<file path="src/hdl/csp_pkg.sv">
// Shared types, character codes and helpers for the colour specification parser.
package csp_pkg;

  // Character codes
  localparam logic [7:0] CH_HASH  = 8'h23;  // '#'
  localparam logic [7:0] CH_SLASH = 8'h2f;  // '/'
  localparam logic [7:0] CH_R     = 8'h72;  // 'r'
  localparam logic [7:0] CH_G     = 8'h67;  // 'g'
  localparam logic [7:0] CH_B     = 8'h62;  // 'b'
  localparam logic [7:0] CH_COLON = 8'h3a;  // ':'

  localparam int unsigned POS_W = 5;
  localparam logic [POS_W-1:0] MAX_LEN = 5'd18;
  localparam logic [POS_W-1:0] POS_SAT = 5'd19;
  localparam logic [POS_W-1:0] PREFIX_LEN = 5'd4;

  localparam int unsigned ACC_W = 48;
  localparam int unsigned RGB_W = 24;

  // Form of the specification, decided by its first character
  typedef enum logic [1:0] {
    FORM_NONE = 2'd0,
    FORM_HASH = 2'd1,
    FORM_RGB  = 2'd2
  } form_t;

  // Hex digits per colour group
  typedef enum logic [1:0] {
    GRP_1 = 2'd0,
    GRP_2 = 2'd1,
    GRP_3 = 2'd2,
    GRP_4 = 2'd3
  } grp_t;

  // Parser state carried from one character to the next
  typedef struct packed {
    logic [POS_W-1:0] pos;
    form_t            form;
    logic [ACC_W-1:0] acc;
    logic [POS_W-1:0] slash1;
    logic [POS_W-1:0] slash2;
    logic [1:0]       slash_cnt;
    logic             err;
  } parse_state_t;

  localparam parse_state_t PARSE_RESET = '{
    pos: '0, form: FORM_NONE, acc: '0, slash1: '0, slash2: '0,
    slash_cnt: '0, err: 1'b0
  };

  // Expected character of the "rgb:" prefix at positions 1 to 3
  function automatic logic [7:0] prefix_char(input logic [1:0] idx);
    logic [7:0] c;
    case (idx)
      2'd1: c = CH_G;
      2'd2: c = CH_B;
      2'd3: c = CH_COLON;
      default: c = CH_R;
    endcase
    return c;
  endfunction

  // Hex decode: bit 4 set when the character is a hex digit
  function automatic logic [4:0] hex_decode(input logic [7:0] c);
    logic [4:0] r;
    r = '0;
    if (c inside {[8'h30:8'h39]}) begin
      r = {1'b1, c[3:0]};
    end else if (c inside {[8'h61:8'h66], [8'h41:8'h46]}) begin
      r = {1'b1, c[3:0] + 4'd9};
    end
    return r;
  endfunction

endpackage

</file>
<file path="src/hdl/csp_ifs.sv">
// Valid/ready channel interfaces for the parser's character input and result output.
interface csp_in_if;
  logic       valid;
  logic       ready;
  logic [7:0] character;
  logic       is_last;

  modport source (output valid, output character, output is_last, input ready);
  modport sink   (input valid, input character, input is_last, output ready);
endinterface

interface csp_out_if;
  logic        valid;
  logic        ready;
  logic        valid_res;
  logic [23:0] rgb_value;

  modport source (output valid, output valid_res, output rgb_value, input ready);
  modport sink   (input valid, input valid_res, input rgb_value, output ready);
endinterface

</file>
<file path="src/hdl/csp_color.sv">
// Colour assembly: picks the top byte of each of the three digit groups, or widens a lone digit.
module csp_color (
  input  logic [csp_pkg::ACC_W-1:0] acc,
  input  csp_pkg::grp_t             grp,
  input  logic                      replicate,
  output logic [csp_pkg::RGB_W-1:0] rgb
);
  import csp_pkg::*;

  // Group select; a single digit is either replicated or moved to the high nibble
  always_comb begin
    case (grp)
      GRP_1: begin
        if (replicate) begin
          rgb = {acc[11:8], acc[11:8], acc[7:4], acc[7:4], acc[3:0], acc[3:0]};
        end else begin
          rgb = {acc[11:8], 4'h0, acc[7:4], 4'h0, acc[3:0], 4'h0};
        end
      end
      GRP_2: rgb = acc[23:0];
      GRP_3: rgb = {acc[35:28], acc[23:16], acc[11:4]};
      GRP_4: rgb = {acc[47:40], acc[31:24], acc[15:8]};
      default: rgb = '0;
    endcase
  end

endmodule

</file>
<file path="src/hdl/csp_step.sv">
// One character of parsing: next state and, on the last character, the result.
module csp_step (
  input  csp_pkg::parse_state_t     cur,
  input  logic [7:0]                character,
  input  logic                      is_last,
  output csp_pkg::parse_state_t     nxt,
  output logic                      valid_res,
  output logic [csp_pkg::RGB_W-1:0] rgb_value
);
  import csp_pkg::*;

  parse_state_t     upd;
  logic [4:0]       hex;
  logic [POS_W-1:0] len;
  grp_t             grp;
  logic             replicate;
  logic             ok;
  logic [RGB_W-1:0] rgb;

  assign hex = hex_decode(character);

  // Syntax update for this character
  always_comb begin
    upd = cur;
    if (cur.pos >= MAX_LEN) begin
      upd.err = 1'b1;
    end else if (cur.pos == '0) begin
      if (character == CH_HASH) begin
        upd.form = FORM_HASH;
      end else if (character == CH_R) begin
        upd.form = FORM_RGB;
      end else begin
        upd.err = 1'b1;
      end
    end else if (cur.form == FORM_HASH) begin
      if (hex[4]) upd.acc = {cur.acc[ACC_W-5:0], hex[3:0]};
      else        upd.err = 1'b1;
    end else if (cur.form == FORM_RGB) begin
      if (cur.pos < PREFIX_LEN) begin
        if (character != prefix_char(cur.pos[1:0])) upd.err = 1'b1;
      end else if (character == CH_SLASH) begin
        if (cur.slash_cnt == 2'd0)      upd.slash1 = cur.pos;
        else if (cur.slash_cnt == 2'd1) upd.slash2 = cur.pos;
        if (cur.slash_cnt != 2'd3)      upd.slash_cnt = cur.slash_cnt + 2'd1;
      end else begin
        if (hex[4]) upd.acc = {cur.acc[ACC_W-5:0], hex[3:0]};
        else        upd.err = 1'b1;
      end
    end
    upd.pos = (cur.pos < POS_SAT) ? cur.pos + 5'd1 : POS_SAT;
  end

  // Length and slash check on the completed text
  assign len = upd.pos;
  always_comb begin
    ok        = 1'b0;
    grp       = GRP_1;
    replicate = 1'b0;
    if (!upd.err) begin
      if (upd.form == FORM_HASH) begin
        case (len)
          5'd4:  begin ok = 1'b1; grp = GRP_1; end
          5'd7:  begin ok = 1'b1; grp = GRP_2; end
          5'd10: begin ok = 1'b1; grp = GRP_3; end
          5'd13: begin ok = 1'b1; grp = GRP_4; end
          default: ok = 1'b0;
        endcase
      end else if (upd.form == FORM_RGB) begin
        replicate = 1'b1;
        case (len)
          5'd9:  begin ok = upd.slash1 == 5'd5 && upd.slash2 == 5'd7;  grp = GRP_1; end
          5'd12: begin ok = upd.slash1 == 5'd6 && upd.slash2 == 5'd9;  grp = GRP_2; end
          5'd15: begin ok = upd.slash1 == 5'd7 && upd.slash2 == 5'd11; grp = GRP_3; end
          5'd18: begin ok = upd.slash1 == 5'd8 && upd.slash2 == 5'd13; grp = GRP_4; end
          default: ok = 1'b0;
        endcase
        ok = ok && (upd.slash_cnt == 2'd2);
      end
    end
  end

  csp_color u_color (
    .acc       (upd.acc),
    .grp       (grp),
    .replicate (replicate),
    .rgb       (rgb)
  );

  assign valid_res = ok;
  assign rgb_value = ok ? rgb : '0;
  // Back to reset state once a specification ends
  assign nxt = is_last ? PARSE_RESET : upd;

endmodule

</file>
<file path="src/hdl/color_spec_text_parser.sv">
// Top level: colour specification parser with input and result registers.
// Takes one character per cycle on feed; an item can be accepted on every cycle as long as
// results are taken. The last character of a text waits in the input register while the parse
// step runs, and the result register loads the result once that character moves on.
// A stall on result holds back feed only once a last character is waiting in the input
// register and the result register is full.
module color_spec_text_parser (
  input logic     clk,
  input logic     rst,
  csp_in_if.sink  feed,
  csp_out_if.source result
);
  import csp_pkg::*;

  logic             in_valid;
  logic [7:0]       in_char;
  logic             in_last;
  parse_state_t     state;
  parse_state_t     state_next;
  logic             step_valid_res;
  logic [RGB_W-1:0] step_rgb;
  logic             out_valid;
  logic             out_valid_res;
  logic [RGB_W-1:0] out_rgb;
  logic             advance;

  // The held character moves on unless it ends a text and the result slot is busy
  assign advance    = in_valid && (!in_last || !out_valid || result.ready);
  assign feed.ready = !in_valid || advance;

  csp_step u_step (
    .cur       (state),
    .character (in_char),
    .is_last   (in_last),
    .nxt       (state_next),
    .valid_res (step_valid_res),
    .rgb_value (step_rgb)
  );

  // Input register
  always_ff @(posedge clk) begin
    if (rst) begin
      in_valid <= 1'b0;
    end else if (feed.ready) begin
      in_valid <= feed.valid;
    end
    if (feed.ready && feed.valid) begin
      in_char <= feed.character;
      in_last <= feed.is_last;
    end
  end

  // Parser state
  always_ff @(posedge clk) begin
    if (rst) begin
      state <= PARSE_RESET;
    end else if (advance) begin
      state <= state_next;
    end
  end

  // Result register
  always_ff @(posedge clk) begin
    if (rst) begin
      out_valid <= 1'b0;
    end else if (advance && in_last) begin
      out_valid <= 1'b1;
    end else if (result.ready) begin
      out_valid <= 1'b0;
    end
    if (advance && in_last) begin
      out_valid_res <= step_valid_res;
      out_rgb       <= step_rgb;
    end
  end

  assign result.valid     = out_valid;
  assign result.valid_res = out_valid_res;
  assign result.rgb_value = out_rgb;

endmodule

</file>
<file path="src/flat_wrapper.sv">
// flat-port wrapper written by rule: the top's interface ports become plain ports
module color_spec_text_parser_flat import csp_pkg::*;
  (clk, rst, feed_valid, feed_character, feed_is_last, feed_ready, result_valid, result_valid_res, result_rgb_value, result_ready);
  csp_in_if feed_i ();
  csp_out_if result_i ();
  input logic clk;
  input logic rst;
  input wire logic [$bits(feed_i.valid)-1:0] feed_valid;
  input wire logic [$bits(feed_i.character)-1:0] feed_character;
  input wire logic [$bits(feed_i.is_last)-1:0] feed_is_last;
  output wire logic [$bits(feed_i.ready)-1:0] feed_ready;
  output wire logic [$bits(result_i.valid)-1:0] result_valid;
  output wire logic [$bits(result_i.valid_res)-1:0] result_valid_res;
  output wire logic [$bits(result_i.rgb_value)-1:0] result_rgb_value;
  input wire logic [$bits(result_i.ready)-1:0] result_ready;
  assign feed_i.valid = feed_valid;
  assign feed_i.character = feed_character;
  assign feed_i.is_last = feed_is_last;
  assign feed_ready = feed_i.ready;
  assign result_valid = result_i.valid;
  assign result_valid_res = result_i.valid_res;
  assign result_rgb_value = result_i.rgb_value;
  assign result_i.ready = result_ready;
  color_spec_text_parser u_core (.clk(clk), .rst(rst), .feed(feed_i), .result(result_i));
endmodule
</file>
<file path="config.mk">
export PLATFORM = sky130hd
export DESIGN_NAME = color_spec_text_parser_flat
export DESIGN_NICKNAME = d
export VERILOG_FILES = /design/src/hdl/csp_pkg.sv /design/src/hdl/csp_ifs.sv /design/src/hdl/csp_color.sv /design/src/hdl/csp_step.sv /design/src/hdl/color_spec_text_parser.sv /design/src/flat_wrapper.sv
export SDC_FILE = /design/constraint.sdc
export NUM_CORES = 1
export LEC_CHECK = 0
export BUFFER_PORTS_ARGS = -buffer_cell sky130_fd_sc_hd__buf_4
export CORE_MARGIN = 2
export CORE_UTILIZATION = 55
export CTS_CLUSTER_SIZE = 28
export DETAILED_ROUTE_END_ITERATION = 7
export HOLD_SLACK_MARGIN = 0.15
export PLACE_DENSITY = 0.87
export SLEW_MARGIN = 20
export SYNTH_ARGS = -nofsm -noshare
export SYNTH_HDL_FRONTEND = slang
export SYNTH_SLANG_ARGS = --single-unit
</file>
<file path="constraint.sdc">
create_clock -name clk -period 4.1 [get_ports clk]
set_clock_uncertainty 0.15 [all_clocks]
set_input_delay 0.41 -clock clk [delete_from_list [all_inputs] [get_ports clk]]
set_output_delay 0.41 -clock clk [all_outputs]
set_load 0.005 [all_outputs]
</file>
### Yosys cells after proc, flatten, opt, wreduce, memory -nomap -nowiden

Index checks and enable logic that the tools add are counted.

* logic and storage cells: 143
* bits of input ports: 13
* register bits: 104

* reduce and logical (&&, ||, !) cells: 25
* $lt $le $gt $ge: 9
* multiplexer cells: 55
* $add $sub $neg: 3
* eq/ne operators: 37

Operator list (count)
* 48-bit two-way mux: 3
* 60-bit two-way mux: 2
* 24-bit one-hot mux with 4 select lines: 1
* 68-bit two-way mux: 1
* 62-bit two-way mux: 1
* 61-bit two-way mux: 1
* 5-bit by 4-bit == test with 1-bit output, second input constant: 9
* 8-bit two-way mux: 5
* 5-bit by 3-bit == test with 1-bit output, second input constant: 6
* 5-bit two-way mux: 6
* 12-bit two-way mux: 2
* 1-bit two-way mux: 21
* 7-bit one-hot mux with 3 select lines: 1
* 20-bit two-way mux: 1
* 8-bit by 6-bit == test with 1-bit output, second input constant: 2
* 8-bit by 7-bit greater-or-equal comparator with 1-bit output, second input constant: 2
* 8-bit by 7-bit <= comparator with 1-bit output, second input constant: 2
* 2-bit == test, second input constant: 7
* 2-bit two-way mux: 7
* 2-bit one-hot mux with 3 select lines: 2
* 1-bit logical AND: 11
* 2-bit by 1-bit == test with 1-bit output, second input constant: 5
* 8-bit by 7-bit == test with 1-bit output, second input constant: 1
* 8-bit by 6-bit greater-or-equal comparator with 1-bit output, second input constant: 1
* other kinds (21): 29

### Logic depth before layout (Yosys ltp)

* depth after elaboration: 24
* gate-level depth with buffers: 16

### Cells and area by module

A second synthesis with hierarchy kept.

* cell total of the unflattened synthesis: 743
* area, all modules: 7195.7 µm²

Modules (own cells, without submodules)
* color_spec_text_parser: seq. area each 2422.3 µm², cells each 340, area an instance 4141.5 µm², instances 1
* csp_step: seq. area each 0.0 µm², cells each 338, area an instance 2341.0 µm², instances 1
* csp_color: seq. area each 0.0 µm², cells each 65, area an instance 713.2 µm², instances 1

### Worst setup path after synthesis

No wires, ideal clock.

* path kind: register to register
* from: register u_core.state[63] (netlist name)
* to: register u_core.out_rgb[13] (netlist: u_core.result.rgb_value[13]), data pin
* stages on the path, launching flop included: 14
* slack: 0.109 ns
* arrival: 3.580 ns
* path through: dfxtp_1 -> clkbuf_1 -> clkbuf_1 -> inv_1 -> ha_1 -> clkbuf_1 -> or4b_2 -> a21oi_1 -> nand2_1 -> a21oi_2 -> buf_2 -> mux2_2 -> a221oi_1 -> nor2_2

* cells in the longest elaborated chain, start to end: 18
* elaborated cells between the ends (all ways): 76

Ends and longest elaborated chain
* start, declared: RTL line color_spec_text_parser.sv:18 `parse_state_t state;`
* start signal, assigned: RTL line color_spec_text_parser.sv:58 `state <= state_next;`
* parallel branches: the longest is 18 deep, another holds 61-bit two-way mux
* end signal, assigned: RTL line color_spec_text_parser.sv:73 `out_rgb <= step_rgb;`
* end, declared: RTL line color_spec_text_parser.sv:24 `logic [RGB_W-1:0] out_rgb;`

Parallel ways; which one is timed is not known. The select of a mux whose other input is x is not followed.
A chain may end at the register's enable or synchronous reset.

### Final worst setup path

* from: register u_core.in_char[0]
* to: register u_core.out_rgb[6] (netlist: u_core.result.rgb_value[6]), data pin

* cells in the longest elaborated chain, start to end: 17
* elaborated cells between the ends (all ways): 70

Ends and longest elaborated chain
* start, declared: RTL line color_spec_text_parser.sv:16 `logic [7:0] in_char;`
* start signal, assigned: RTL line color_spec_text_parser.sv:48 `in_char <= feed.character;`
* parallel branches: the longest is 17 deep, another holds 8-bit by 7-bit greater-or-equal comparator with 1-bit output

Parallel ways; which one is timed is not known. The select of a mux whose other input is x is not followed.

==> results.sh <==
export IMPL_cts_setup_buffers=0
export IMPL_cp_slowest_cell="or4_4"
export IMPL_nets=740
export IMPL_syn_num_nets=713
export IMPL_dpl_hpwl_um=10900
export IMPL_cp_cell_sequence="ha_1 > nor3b_1 > nand4_1 > or4_4 > mux2_4 > nand2b_4 > o31ai_2 > a32oi_1 > o32a_2 > buf_4 > a211oi_1"
export IMPL_p_per_area_nw_per_um2=275
export IMPL_cts_max_level=3
export IMPL_p_comb_frac=0.057
export IMPL_antenna_found_initial=0
export IMPL_ys_warn_count=0
export IMPL_grt_pass1_vias=5292
export IMPL_grt_max_degree=68
export IMPL_cts_root_buf="clkbuf_8"
export IMPL_synthTopCellsByArea="dfxtp_1 (23%), edfxtp_1 (17%), a22oi_1 (6.9%)"
export IMPL_synth_seq_area_share=0.402
export IMPL_arrival_ns=3.92
export IMPL_max_stage_delay_ns=0.61
export IMPL_synth_ff_type="dfxtp_1"
export IMPL_worst_pin_slew_ns=0.735
export IMPL_top_level_ports=40
export IMPL_vias=5601
export IMPL_synthArstFlopShare=0
export IMPL_pwr_share_clk=0.361
export IMPL_yosysUniqueCellTypes=66
export IMPL_fp_coreArea_um2=10700
export IMPL_seqPwrFrac=0.582
export IMPL_drive_gt1_frac=0.194
export IMPL_drv_slew=0
export IMPL_fmax_mhz=259
export IMPL_placed_area_um2=6450
export IMPL_syn_instance_count=689
export IMPL_worstSetupEndpointType="register"
export IMPL_final_cell_mix="nor2_1 (99), nand2_1 (74), dfxtp_1 (70)"
export IMPL_dieArea_um2=11800
export IMPL_grt_usage=0.283
export IMPL_hold_path_class="in2reg"
export IMPL_drt_iter0_markers=526
export IMPL_drtPass1Iterations=6
export IMPL_clk_latency_ns=0.40
export IMPL_initial_core_util=0.561
export IMPL_wl_per_cell_um=19.2
export IMPL_dieHeight_um=109
export IMPL_drtAntennaViolNets=0
export IMPL_min_period_ns=3.87
export IMPL_rsz0062_at_grt="no"
export IMPL_path_max_fanout=25
export IMPL_p_sw_frac=0.258
export IMPL_overflow=0
export IMPL_ir_worst_vdd_v=0.000170
export IMPL_yosys_area_top_type="dfxtp_1"
export IMPL_min_path_cells=4
export IMPL_rows=38
export IMPL_via_per_inst=6.51
export IMPL_cts_sinks=104
export IMPL_busiest_layer="met2"
export IMPL_reg2reg_depth=11
export IMPL_path_clk_slew_ns=0.11
export IMPL_grtUsageMet2=0.469
export IMPL_grt_use_met1=0.349
export IMPL_cts_tree="done"
export IMPL_syn_cell_area_um2=6020
export IMPL_synth_top_cell_area_share=0.233
export IMPL_area_delta_synth_final_pct=12.5
export IMPL_grt_use_met3=0.0502
export IMPL_p_leak_nw=2.50
export IMPL_synth_edff_count=34
export IMPL_fp_dieW_um=109
export IMPL_slew_headroom=0.507
export IMPL_drt_total_wl_um=16500
export IMPL_grt_pass1_wl_um=26000
export IMPL_final_common_cell="nor2_1"
export IMPL_start_kind="register"
export IMPL_status="finished clean"
export IMPL_switching_power_mw=0.482
export IMPL_finalHoldViolations=0
export IMPL_cts_path_max_buffers=2
export IMPL_fin_crit_sh=0.943
export IMPL_port_buffers=39
export IMPL_fin_tns_setup_ns=0
export IMPL_path_class="reg2reg"
export IMPL_design_area_um2=6780
export IMPL_p_int_mw=1.38
export IMPL_drc=0
export IMPL_critPathRequiredTime_ns=4.15
export IMPL_synth_avg_cell_area_um2=8.74
export IMPL_maxCapViolCount=0
export IMPL_setup_viol=0
export IMPL_synth_seq_cells=104
export IMPL_gp_congestion=0.960
export IMPL_insertedDiodeCount=0
export IMPL_cts_buffers=9
[power by group through the flow]
stage	combinational (mW)	sequential, mW	clock (mW)
after global placement	0.0918	1.11	0
after floorplan	0.0584	1.10	0
after global routing	0.114	1.09	0.716
after CTS	0.102	1.09	0.675
after detailed placement	0.0943	1.11	0
final	0.106	1.09	0.675
[kinds of logic (layout without fill, tap and decap cells)]
kind of cell	count (synthesis)	in the layout	synth area share
compound gates	165	165	0.198
xor+xnor	10	10	0.0145
fa+ha+maj	11	11	0.0228
buf+inv	70	102	0.0492
flops	104	104	0.402
mux	49	49	0.0870
simple gates	280	280	0.226
[registers in the layout, indices dropped and copies added, names as in the netlist]
| register | count |
|---|---|
| u_core.result.valid | 1 |
| u_core.in_last | 1 |
| u_core.state | 68 |
| u_core.in_char | 8 |
| u_core.result.valid_res | 1 |
| u_core.result.rgb_value | 24 |
| u_core.in_valid | 1 |
[critical path, delay by kind of cell, from the launching register on]
kind	cells	cell delay, ns
AOI/OAI and AO/OA	4	0.86
DFF	1	0.47
muxes	1	0.36
adders and majority gates	1	0.23
and+or+nand+nor	4	1.32
buffers and inverters	1	0.26
[layout make-up]
| cell class | instances | area (µm²) |
|---|---|---|
| inverters | 13 | 48.8 |
| clock buffers | 10 | 149 |
| well taps | 140 | 175 |
| clock inverters | 6 | 55.1 |
| flip-flops and latches | 104 | 2420 |
| fillers | 880 | 3970 |
| multi-input cells | 515 | 3340 |
| repair buffers | 73 | 586 |
[path summary, 6_finish.rpt]
path                                      to               from  slack, ns
setup / recovery  u_core.result.rgb_value[6]  u_core.in_char[0]       0.23
hold / removal           u_core.result.valid       result_ready       0.21
setup reg to reg  u_core.result.rgb_value[6]  u_core.in_char[0]       0.23
hold reg to reg             u_core.state[59]   u_core.state[59]       0.37
[layer usage]
layer | wire (µm) | vias to the layer above | part of all wire
met2 | 7850 | 361 | 0.48
met4 | 719 | 0 | 0.044
li1 | - | 2553 | -
met5 | 0 | - | 0
met1 | 6510 | 2616 | 0.39
met3 | 1410 | 71 | 0.086
[through the flow]
step	hold slack, ns	power [mW]	util	setup WS (ns)	std cells
floorplan	0.315	1.16	-	0.109	689
global placement	0.334	1.20	0.601	0.326	835
detailed placement	0.339	1.20	0.601	0.151	835
CTS	0.176	1.86	0.629	0.0780	861
global route	0.269	1.92	0.631	0.0373	861
finish	0.207	1.87	0.631	0.234	861
[cells in the mapped netlist (all sizes together), types with 11 or more instances]
master,instances
a211oi,13
a21oi,29
a22oi,55
a31oi,11
buf,20
clkbuf,37
dfxtp,70
edfxtp,34
ha,11
inv,13
mux2,24
mux2i,25
nand2,74
nor2,115
nor2b,14
o21ai,18
[timing repair]
action	4_1_cts	5_1_grt
hold buffers	10	0
resized for setup	0	4
endpoints found under the hold margin	10	0
setup endpoints to repair	0	14
Note: power is estimated with default switching activity, not from simulation.
